===== src/gbc_pkg.sv =====
// ----------------------------------------------------------------------------
// gbc_pkg
// Shared types, S-box tables and round helpers of the block cipher core.
// ----------------------------------------------------------------------------
package gbc_pkg;

   localparam int ROUNDS    = 32;
   localparam int ROT       = 11;
   localparam int KEY_WORDS = 8;
   localparam int HALF_W    = 32;
   localparam int CSR_IDX_W = 4;

   typedef logic [HALF_W-1:0] half_type;
   typedef half_type key_array_type [KEY_WORDS];

   // word in flight: direction plus the two halves; half_a feeds the round function
   typedef struct packed {
      logic     kind;
      half_type half_a;
      half_type half_b;
   } stage_type;

   localparam logic [3:0] SBOX_ROWS [8][16] = '{
      '{4'd14, 4'd4,  4'd13, 4'd1,  4'd2,  4'd15, 4'd11, 4'd8,
        4'd3,  4'd10, 4'd6,  4'd12, 4'd5,  4'd9,  4'd0,  4'd7},
      '{4'd15, 4'd1,  4'd8,  4'd14, 4'd6,  4'd11, 4'd3,  4'd4,
        4'd9,  4'd7,  4'd2,  4'd13, 4'd12, 4'd0,  4'd5,  4'd10},
      '{4'd10, 4'd0,  4'd9,  4'd14, 4'd6,  4'd3,  4'd15, 4'd5,
        4'd1,  4'd13, 4'd12, 4'd7,  4'd11, 4'd4,  4'd2,  4'd8},
      '{4'd7,  4'd13, 4'd14, 4'd3,  4'd0,  4'd6,  4'd9,  4'd10,
        4'd1,  4'd2,  4'd8,  4'd5,  4'd11, 4'd12, 4'd4,  4'd15},
      '{4'd2,  4'd12, 4'd4,  4'd1,  4'd7,  4'd10, 4'd11, 4'd6,
        4'd8,  4'd5,  4'd3,  4'd15, 4'd13, 4'd0,  4'd14, 4'd9},
      '{4'd12, 4'd1,  4'd10, 4'd15, 4'd9,  4'd2,  4'd6,  4'd8,
        4'd0,  4'd13, 4'd3,  4'd4,  4'd14, 4'd7,  4'd5,  4'd11},
      '{4'd4,  4'd11, 4'd2,  4'd14, 4'd15, 4'd0,  4'd8,  4'd13,
        4'd3,  4'd12, 4'd9,  4'd7,  4'd5,  4'd10, 4'd6,  4'd1},
      '{4'd13, 4'd2,  4'd8,  4'd4,  4'd6,  4'd15, 4'd11, 4'd1,
        4'd10, 4'd9,  4'd3,  4'd14, 4'd5,  4'd0,  4'd12, 4'd7}
   };

   // substitute each nibble (row 7 takes nibble 0), then rotate left
   function automatic half_type round_fn(input half_type v);
      half_type s;
      s = '0;
      for (int nib = 0; nib < 8; nib++) begin
         s[nib*4 +: 4] = SBOX_ROWS[7-nib][v[nib*4 +: 4]];
      end
      return {s[HALF_W-ROT-1:0], s[HALF_W-1:HALF_W-ROT]};
   endfunction

   function automatic logic [2:0] key_index(input logic encrypt, input logic [4:0] rnd);
      logic forward;
      forward = encrypt ? (rnd < 5'd24) : (rnd < 5'd8);
      return forward ? rnd[2:0] : ~rnd[2:0];
   endfunction

endpackage


===== src/gbc_round.sv =====
// ----------------------------------------------------------------------------
// gbc_round
// One Feistel round with its stage register and valid/ready flow control.
// ----------------------------------------------------------------------------
module gbc_round (
   input  logic               clock,
   input  logic               reset,
   input  logic               up_valid,
   output logic               up_ready,
   input  gbc_pkg::stage_type up_word,
   input  gbc_pkg::half_type  key_word,
   output logic               down_valid,
   input  logic               down_ready,
   output gbc_pkg::stage_type down_word
);

   logic               valid_ff, valid_in;
   gbc_pkg::stage_type word_ff, word_in;
   logic               load;

   always_comb begin
      up_ready = !valid_ff || down_ready;
      load     = up_valid && up_ready;
      valid_in = up_ready ? up_valid : valid_ff;
      word_in.kind   = up_word.kind;
      word_in.half_a = up_word.half_b ^ gbc_pkg::round_fn(up_word.half_a + key_word);
      word_in.half_b = up_word.half_a;
   end

   always_ff @(posedge clock) begin
      if (reset) begin
         valid_ff <= 1'b0;
      end else begin
         valid_ff <= valid_in;
      end
   end

   always_ff @(posedge clock) begin
      if (load) begin
         word_ff <= word_in;
      end
   end

   assign down_valid = valid_ff;
   assign down_word  = word_ff;

endmodule


===== config.mk =====
export PLATFORM = sky130hd
export DESIGN_NAME = gbc_round
export DESIGN_NICKNAME = d
export VERILOG_FILES = /design/src/gbc_pkg.sv /design/src/gbc_round.sv
export SDC_FILE = /design/constraint.sdc
export NUM_CORES = 1
export LEC_CHECK = 0
export ABC_CLOCK_PERIOD_IN_PS = 4800
export CORE_AREA = 2 2 121 123
export CTS_CLUSTER_SIZE = 28
export DETAILED_ROUTE_END_ITERATION = 6
export DIE_AREA = 0 0 123 125
export DONT_BUFFER_PORTS = 1
export RECOVER_POWER = 100
export SYNTH_ARGS = -nofsm -noshare
export SYNTH_HDL_FRONTEND = slang
export SYNTH_SLANG_ARGS = --single-unit

===== constraint.sdc =====
create_clock -name clock -period 4.8 [get_ports clock]
set_clock_uncertainty 0.15 [all_clocks]
set_input_delay 0.24 -clock clock [delete_from_list [all_inputs] [get_ports clock]]
set_output_delay 0.24 -clock clock [all_outputs]
set_load 0.05 [all_outputs]

======== Yosys cells after proc, flatten, opt, wreduce, memory -nomap -nowiden ========
Memory sizes are Yosys's and may differ from the RTL's.
Index checks and enable logic that the tools add are counted.
storage, ports and cells
  bits of input ports ..................... 101
  memory bits (read-only) ................. 512
  register bits ........................... 66
  logic and storage cells ................. 49
  memories ................................ 8
cells by class
  reductions and logical operators ........ 3
  bitwise logic cells ..................... 9
  $add $sub $neg .......................... 1
  mux-type cells .......................... 16
  $lt $le $gt $ge ......................... 8
memories
  memory           words  bits a word  rd ports  clocked after Yosys merged registers in  wr ports  line           text
  (no name shown)  16     4            1         0                                        0         gbc_pkg.sv:47  s[nib*4 +: 4] = SBOX_ROWS[7-nib][v[nib*4 +: 4]];
  (no name shown)  16     4            1         0                                        0         gbc_pkg.sv:47
  (no name shown)  16     4            1         0                                        0         gbc_pkg.sv:47
  (no name shown)  16     4            1         0                                        0         gbc_pkg.sv:47
  (no name shown)  16     4            1         0                                        0         gbc_pkg.sv:47
  (no name shown)  16     4            1         0                                        0         gbc_pkg.sv:47
  +2 memories      -      -            -         -                                        -         -
operator list
  cell                                                       count
  2-to-1 mux 4 bit                                           16
  greater-or-equal comparator 5 bit (second input constant)  8
  inverter 4 -> 5 bit                                        8
  adder 32 bit                                               1
  bitwise XOR 32 bit                                         1
  logical AND 1 bit                                          1
  logical NOT 1 bit                                          1
  logical OR 1 bit                                           1

======== Longest topological paths before layout ========
Gate-level depths: netlist of run 1.
  word-level depth ........................ 6
  depth in mapped cells ................... 17

======== Least setup slack after synthesis of run 1 ========
No wires, ideal clock.
  path type ............................... input-to-reg
  start point ............................. in up_word[32] (netlist name)
  end point ............................... reg word_ff (netlist bit down_word[35]) (data pin)
  cell stages on the path ................. 14
  arrival time ............................ 3.440 ns
  slack ................................... 0.952 ns
  path through ............................ ha_1 inv_1 fa_1 and2b_1 o211ai_1 a211o_1 a21o_1 o21ai_2 a311oi_1 xnor2_1 inv_1 ha_1 mux4_2 xnor2_1
RTL lines
  what                  line             text
  from (decl)           gbc_round.sv:10  input gbc_pkg::stage_type up_word,
  to (signal assigned)  gbc_round.sv:40  word_ff <= word_in;
  to (decl)             gbc_round.sv:18  gbc_pkg::stage_type word_ff, word_in;

==> out/metrics.cfg, run 1 <==
[status]
status=complete, but fails checks
violations=capacitance limit, slew limit

[yosys]
synth-compound-area-share_pct=16.56
synth_edf_count=65
syn_inst=512
ys_types=62
synth_nets=683
yosys.area_share.adder_pct=16.30
synth.avg_cell_area_sq_um=10.58
ys_top_cells_by_area=edfxtp_1, ha_1, xnor2_1
synth_mux_area_share_pct=5.982
seq_area_frac_synth_pct=36.40
synth_top_family_by_area=compound AO/OA/AOI/OAI gates
syn-cell-area_sq_mm=0.005418
synth_warnings=0
yosysTopAreaCellShare_pct=36.03
synthArstFlopShare_pct=0
synth_top_flop_cell=edfxtp_1
synth-simple-area-share_pct=9.561
synthXorXnorAreaFrac_pct=11.29
yosysTopAreaCell=edfxtp_1
ys_ff_latch=66

[grt]
antenna_found_initial=0
grt_max_degree=66
overflow=0
grt_usage_pct=15.95
grt_pass1_vias=4035
grt_pass1_wl_microns=19140

[setup_path]
slowest_stage=mux4_2
crit_path_start_kind=primary input
ff2ff_path_depth=2
end_kind=flip-flop
reg2reg_slack_ps=950
critical_path_class=primary input to flip-flop
r2r-end=down_word[23]
cp_max_fo=5
crit_chain=ha_1 > inv_1 > fa_1 > and2b_1 > o211ai_1 > a211o_1 > a21o_1 > o21ai_2 > a311oi_1 > xnor2_1 > inv_1 > ha_1 > mux4_2 > xnor2_1
max_stage_delay_ps=490
cp.required_ps=4740
cp_data_arrival_time_ps=3810
r2r_start=down_valid

[timing]
relSlewSlack_pct=-97.66
report.final.slew_viol_count=66
setup_viol=0
grt_setup_unrepaired=no
max_freq_mhz=258.0
period_minus_slack_ps=3876
finalCritPeriodShare_pct=80.74
tns_ps=0
final_hold_viol_count=0
worst_slack_ps=924.5
worstMarginPinSlew_ps=2965

[placed_design]
dp_hpwl_microns=9229
place.gp.congestion=0.7874
port_buffers=0
post-place-ws_ps=539.4
dp.cells=687

[finish]
layout.nets=750
antenna_cells=0
synthToLayoutAreaGrowth_pct=21.13
final.fill_count=1310
finalNonFillerCells=768
drive_gt1_share_pct=5.993

[cts]
cts_htree_levels=3
clockBufferDepth=2
cts_repair_resize_count=0
numCtsBuffers=9
root_buffer=clkbuf_16
clock_sinks=66
post_cts_buffers=0
cts_hold_buf=65
insertion_delay_ps=330
clk_pin_slew_worst_paths_ps=60
cts_tree=yes

[floorplan]
start_util_pct=38.14
die-area_sq_mm=0.01538
rows=44
io_pins=168
die_w_microns=123
die_h_microns=125
core_sq_mm=0.01420

[route]
top_layer=met4
met1Wirelength_microns=5118
routed-wl-met3_microns=757
drc=0
routed-wl-met2_microns=6133
totalWireLength_microns=12300
antenna_left=0
first_pass_iters=4
drt-initial-drc-count=188
wl_per_cell_microns=16.01
viasPerCell=5.246
vias=4029

[power]
p_leak_nw=2.623
max-vdd-ir-drop_mv=0.1930
power_density_mw_per_mm2=424.6

[worst_hold_path]
min_to=down_word[44]
hp-start=up_word[12]
min_path_cells=2
hp-class=primary input to flip-flop

[run]
cap_viol_max_count=1

## logic make-up (layout without fill, tap and decap cells)
group,Yosys count,in the layout
flip-flops,66,66
XOR/XNOR,66,66
AO/OA/AOI/OAI,132,132
AND/OR/NAND/NOR,106,106
adder cells (fa/ha/maj),70,70
multiplexers,21,21
buffers and inverters,51,123
## worst max-delay path: cells and delay by family
kind	cells	cell delay [ps]
AND/OR/NAND/NOR	1	250
buffers and inverters	2	220
AO/OA/AOI/OAI	5	1160
multiplexers	1	490
adder cells (fa/ha/maj)	3	950
XOR/XNOR	2	490
## cells in the final DEF (no fill, tap or decap), types with 3 or more instances in the layout
cell | netlist | layout
a211o_1 | 3 | 3
a211oi_1 | 9 | 10
a21o_1 | 11 | 11
a21oi_1 | 42 | 42
a311o_1 | 3 | 3
a31oi_1 | 3 | 3
and3_1 | 3 | 3
bufinv_16 | 0 | 3
clkbuf_16 | 0 | 9
dlygate4sd3_1 | 0 | 65
edfxtp_1 | 65 | 65
ha_1 | 69 | 69
inv_1 | 42 | 42
mux2i_1 | 11 | 11
mux4_2 | 9 | 9
nand2_1 | 23 | 23
nand2b_1 | 4 | 4
nand3_1 | 11 | 11
nor2_1 | 34 | 34
nor2b_1 | 7 | 7
nor3_1 | 10 | 10
o211ai_1 | 8 | 8
o21a_1 | 5 | 5
o21ai_0 | 21 | 22
o21ai_1 | 4 | 3
o21bai_1 | 3 | 3
o22ai_1 | 3 | 3
xnor2_1 | 36 | 37
xor2_1 | 27 | 27
## synth_stat cells (10+ instances only)
| library cell | n |
|---|---|
| ha_1 | 69 |
| nor2_1 | 34 |
| a21o_1 | 11 |
| nand3_1 | 11 |
| mux2i_1 | 11 |
| o21ai_0 | 21 |
| xor2_1 | 27 |
| edfxtp_1 | 65 |
| nand2_1 | 23 |
| a21oi_1 | 42 |
| xnor2_1 | 36 |
| nor3_1 | 10 |
| inv_1 | 42 |
## sequential cells by signal, indices dropped and copies added, names as in the netlist
register	cells
down_word	65
down_valid	1
## per-stage QoR
step | power [mW] | hold slack, ps | instance area, sq um | util [%]
final | 2.787 | 48.05 | 6563 | 46.20
after global routing | 2.950 | 66.18 | 6563 | 46.20
after CTS | 2.832 | 36.32 | 6590 | 46.40
after detailed placement | 2.003 | 162.8 | 5597 | 39.40
after global placement | 1.961 | 159.5 | 5597 | 39.40
after floorplan | 1.849 | 159.1 | 5418 | -
## metal layers
| layer | GRT usage [%] | vias up |
|---|---|---|
| li1 | - | 2006 |
| met1 | 18.47 | 1885 |
| met2 | 27.33 | 122 |
| met3 | 3.695 | 16 |
| met4 | 7.888 | 0 |
| met5 | 0 | - |
## power by group
group	leakage [nW]	internal, mW	switching [mW]
Combinational	1.83	0.412	0.479
Clock	0.159	0.506	0.256
Sequential	0.637	0.785	0.349
## worst max path at each step
| stage | start | endpoint | slack (ps) | cells past startpoint |
|---|---|---|---|---|
| after floorplan | up_word[32] | down_word[35] | 950 | 14 |
| after global placement | up_word[32] | down_word[35] | 680 | 14 |
| after detailed placement | up_word[32] | down_word[35] | 540 | 14 |
| after CTS | up_word[32] | down_word[35] | 900 | 14 |
| after global routing | down_valid | down_word[34] | 630 | 2 |
| final | up_word[32] | down_word[35] | 920 | 14 |
## layout make-up
type / count / area (sq um) / area share, %
clock buffers: 9 / 225.2 / 3.432
flip-flops and latches: 66 / 1972 / 30.05
inverters: 42 / 157.7 / 2.402
clock inverters: 7 / 117.6 / 1.792
multi-input cells: 395 / 3209 / 48.90
repair buffers: 65 / 650.6 / 9.914
well taps: 184 / 230.2 / 3.508
Power figures use the tool's default switching activity.
==> run 2: changes to the inputs <==
Settings changed: ABC_CLOCK_PERIOD_IN_PS 4800 to 3700.
Clock period 4.8 ns to 3.7 ns, I/O delays scaled along.
==> run 2 against run 1 <==
  * The run still ends with capacitance limit, slew limit left
  * Cell count up 1.4%
  * Non-clock buffer count grew 12
  * Via count rose by 2.5%
  * Clock-buffer cell count unchanged
  * Register-to-register slack worse by 100 ps
  * Sequential cell count stayed put
  * Die area unchanged
  * Sequential power grew 30%
  * Cell area up 1.1%
  * Combinational power up 35%
  * Critical path type unchanged
  * Largest cell class unchanged
  * Highest routed layer unchanged
==> out/metrics.cfg, run 2 (same netlist as run 1, synthesis figures left out) <==
[timing]
report.final.slew_viol_count=66
tns_ps=0
grt_setup_unrepaired=no
worstMarginPinSlew_ps=1549
max_freq_mhz=295.0
setup_viol=0
period_minus_slack_ps=3389
relSlewSlack_pct=-3.289
final_hold_viol_count=0
fin_hold_ws_ps=54.65
finalCritPeriodShare_pct=91.61

[setup_path]
ff2ff_path_depth=2
crit_path_start_kind=primary input
r2r_start=down_valid
r2r-end=down_word[33]
cp.required_ps=3630
cp_data_arrival_time_ps=3320
reg2reg_slack_ps=850
critical_path_class=primary input to flip-flop
cp_max_fo=10
end_kind=flip-flop

[floorplan]
start_util_pct=38.14
rows=44
die_h_microns=125
core_sq_mm=0.01420
die-area_sq_mm=0.01538
die_w_microns=123
io_pins=168

[grt]
grt_pass1_vias=4037
grt_max_degree=66
grt_usage_pct=16.40
grt_pass1_wl_microns=19720
antenna_found_initial=0
overflow=0

[finish]
drive_gt1_share_pct=7.899
synthToLayoutAreaGrowth_pct=22.49
largest_reg_flops=65
layout.nets=762
layout_common_cells=ha_1, dlygate4sd3_1, edfxtp_1
antenna_cells=0
mostFrequentLayoutCell=ha_1
finalNonFillerCells=779

[cts]
cts_tree=yes
cts_hold_buf=66
cts_repair_resize_count=0
clk_pin_slew_worst_paths_ps=60
cts_htree_levels=3
clockBufferDepth=2
insertion_delay_ps=330
post_cts_buffers=0
clock_sinks=66
numCtsBuffers=9
root_buffer=clkbuf_16

[worst_hold_path]
hp-class=primary input to flip-flop
min_to=down_word[63]
min_path_cells=2
hp-start=up_word[31]

[route]
totalWireLength_microns=12660
drt-initial-drc-count=199
wl_per_cell_microns=16.26
vias=4129
first_pass_iters=5
drc=0
viasPerCell=5.300
antenna_left=0

[power]
p_seq_share_pct=40.9
internal_power_mw=2.161
max-vdd-ir-drop_mv=0.2369
power_switching_mw=1.424
power_density_mw_per_mm2=540.3
power.total_mw=3.585
pwr-share-comb_pct=33.6
swShare_pct=39.73
pwr-share-clk_pct=25.5
p_leak_nw=2.667

[placed_design]
place.gp.congestion=0.7477
port_buffers=0
dp_hpwl_microns=9521
dp.cells=698

[status]
violations=capacitance limit, slew limit
status=complete, but fails checks

[run]
cap_viol_max_count=1

==> run 2: worst max-delay path, cell delays in order <==
cell and delay [ps]:
ha_1 290, a211oi_1 360, o211ai_1 170, nand3_1 170, a21oi_1 150, o21a_1 270, or3_4 420, a31oi_4 190
xor2_2 170, clkbuf_1 380, mux2i_1 160, a221oi_2 300, xor2_1 110
==> run 2: worst max path at each step <==
| stage | startpoint | to | slack [ps] | cells past startpoint |
|---|---|---|---|---|
| floorplan | up_word[32] | down_word[35] | 10 | 14 |
| global placement | up_word[32] | down_word[35] | 90 | 14 |
| detailed placement | up_word[32] | down_word[35] | 30 | 14 |
| CTS | up_word[32] | down_word[35] | 400 | 14 |
| global route | up_word[42] | down_word[42] | 60 | 13 |
| finish | up_word[33] | down_word[42] | 310 | 13 |
==> run 2: area by class of cell <==
type,count,area (sq um)
clock buffers,9,225.2
clock inverters,6,82.58
fillers,1307,7567
inverters,42,157.7
multi-input cells,395,3241
flip-flops and latches,66,1972
well taps,184,230.2
repair buffers,77,728.2
==> run 2: power by group through the flow <==
stage / clock network, mW / logic (mW) / registers, mW
floorplan: 0 / 0.937 / 1.46
global placement: 0 / 1.10 / 1.48
detailed placement: 0 / 1.15 / 1.48
CTS: 0.942 / 1.22 / 1.47
global route: 0.972 / 1.35 / 1.48
finish: 0.914 / 1.20 / 1.47
==> run 2: through the flow <==
step                      utilization [%]  instance area [sq um]  setup slack, ps
after CTS                           46.87                   6658            396.5
after floorplan                         -                   5428            11.09
after global routing                46.72                   6636            63.06
final                               46.72                   6636            310.6
after global placement              40.05                   5689            85.90
after detailed placement            40.05                   5689            27.92
==> run 2: layer usage <==
layer	up-vias	part of all wire [%]	track usage, %
li1	2037	-	-
met1	1945	42	19.40
met3	15	6.5	5.018
met2	132	49	27.92
met5	-	0	0
met4	0	2.1	5.749
==> run 3: changes to the inputs <==
Settings changed: CORE_AREA 2 2 121 123 to 2 2 103 145, DIE_AREA 0 0 123 125 to 0 0 105 147.
==> run 3 against run 2 <==
  * Sequential power is essentially flat
  * Sequential cell count did not move
  * Fmax is 1.7% higher
  * The run still ends with capacitance limit, slew limit left
  * Register-to-register slack hardly changed
  * Die area rose by 0.39%
  * Combinational power about the same
==> out/metrics.cfg, run 3 (same netlist as run 1, synthesis figures left out) <==
[cts]
root_buffer=clkbuf_16
post_cts_buffers=0
numCtsBuffers=9
insertion_delay_ps=330
clock_sinks=66
clk_pin_slew_worst_paths_ps=60
cts_htree_levels=3
cts_tree=yes
clockBufferDepth=2
cts_repair_resize_count=0
cts_hold_buf=67

[finish]
largest_reg_flops=65
mostFrequentLayoutCell=ha_1
final.fill_count=1349
post-route-util_pct=46.69
drive_gt1_share_pct=7.820
layout_common_cells=ha_1, dlygate4sd3_1, edfxtp_1
synthToLayoutAreaGrowth_pct=22.24
antenna_cells=0
layout.nets=767

[setup_path]
end_kind=flip-flop
cp_data_arrival_time_ps=3260
cp.required_ps=3620
critical_path_class=primary input to flip-flop
cp_max_fo=9
ff2ff_path_depth=2
r2r_start=down_valid
critPathLaunch=up_word[32]
crit_path_start_kind=primary input

[timing]
tns_ps=0
worstMarginPinSlew_ps=1543
period_minus_slack_ps=3334
worst_slack_ps=366.5
setup_viol=0
max_freq_mhz=300.0
final_hold_viol_count=0
finalCritPeriodShare_pct=90.10
grt_setup_unrepaired=no
relSlewSlack_pct=-2.869
report.final.slew_viol_count=66

[grt]
grt_usage_pct=16.77
grt_util_met1_pct=17.82
grt_pass1_wl_microns=20230
antenna_found_initial=0
grt_pass1_vias=4215
overflow=0
grt_max_degree=66
grt_util_met2_pct=30.13
grt_util_met3_pct=5.413
gr-max-usage-layer=met2

[route]
antenna_left=0
totalWireLength_microns=12660
viasPerCell=5.180
first_pass_iters=4
drt-initial-drc-count=105
vias=4092
drc=0
wl_per_cell_microns=16.02

[floorplan]
die-area_sq_mm=0.01544
die_w_microns=105
core_sq_mm=0.01418
die_h_microns=147
start_util_pct=38.20
rows=52
io_pins=168

[worst_hold_path]
min_path_cells=5
hp-start=key_word[0]
hp-class=primary input to flip-flop

[status]
status=complete, but fails checks
violations=capacitance limit, slew limit

[placed_design]
port_buffers=0
dp_hpwl_microns=9748
post-place-ws_ps=48.11
place.gp.congestion=0.7990

[power]
power.total_mw=3.426
max-vdd-ir-drop_mv=0.2524
power_density_mw_per_mm2=517.4
p_leak_nw=2.660

[run]
cap_viol_max_count=1

## run 3: area by class of cell
| class | count | area, sq um | area share, % |
|---|---|---|---|
| clock buffers | 9 | 225.2 | 3.401 |
| clock inverters | 7 | 36.28 | 0.5479 |
| inverters | 42 | 157.7 | 2.381 |
| flip-flops and latches | 66 | 1972 | 29.78 |
| multi-input cells | 395 | 3223 | 48.67 |
| repair buffers | 82 | 772.0 | 11.66 |
| well taps | 189 | 236.5 | 3.571 |
## run 3: path summary, 6_finish.rpt
kind	end	slack (ps)
worst min register to register	down_valid	1560
worst max register to register	down_word[59]	840
worst min-delay path	down_word[44]	320
worst max-delay path	down_word[39]	370
## run 3: where the power goes
| part | switching (mW) | internal (mW) |
|---|---|---|
| logic | 0.626 | 0.567 |
| registers | 0.450 | 1.02 |
| clock network | 0.324 | 0.443 |
| total | 1.40 | 2.03 |
## run 3: routing by layer
| layer | share of wire, % | vias up | routed length [microns] |
|---|---|---|---|
| li1 | - | 2048 | - |
| met3 | 6.4 | 17 | 808 |
| met4 | 2.6 | 0 | 327 |
| met1 | 39 | 1902 | 4888 |
| met5 | 0 | - | 0 |
| met2 | 52 | 125 | 6632 |
## run 3: worst max-delay path: stages
cell	delay (ps)
ha_1	160
inv_1	60
fa_1	380
and2b_1	220
o211ai_1	120
a211o_1	350
a21o_1	210
o21ai_4	140
clkbuf_1	250
a311oi_4	170
xnor2_4	200
nor2b_1	170
mux2_2	270
a311oi_1	270
xor2_1	100
## run 3: stage by stage
stage | hold WS, ps | area (sq um) | instances
after floorplan | 104.1 | 5428 | 512
after global placement | 106.6 | 5725 | 707
after detailed placement | 107.5 | 5725 | 707
after CTS | 302.5 | 6658 | 790
after global routing | 314.4 | 6623 | 790
final | 321.5 | 6623 | 790
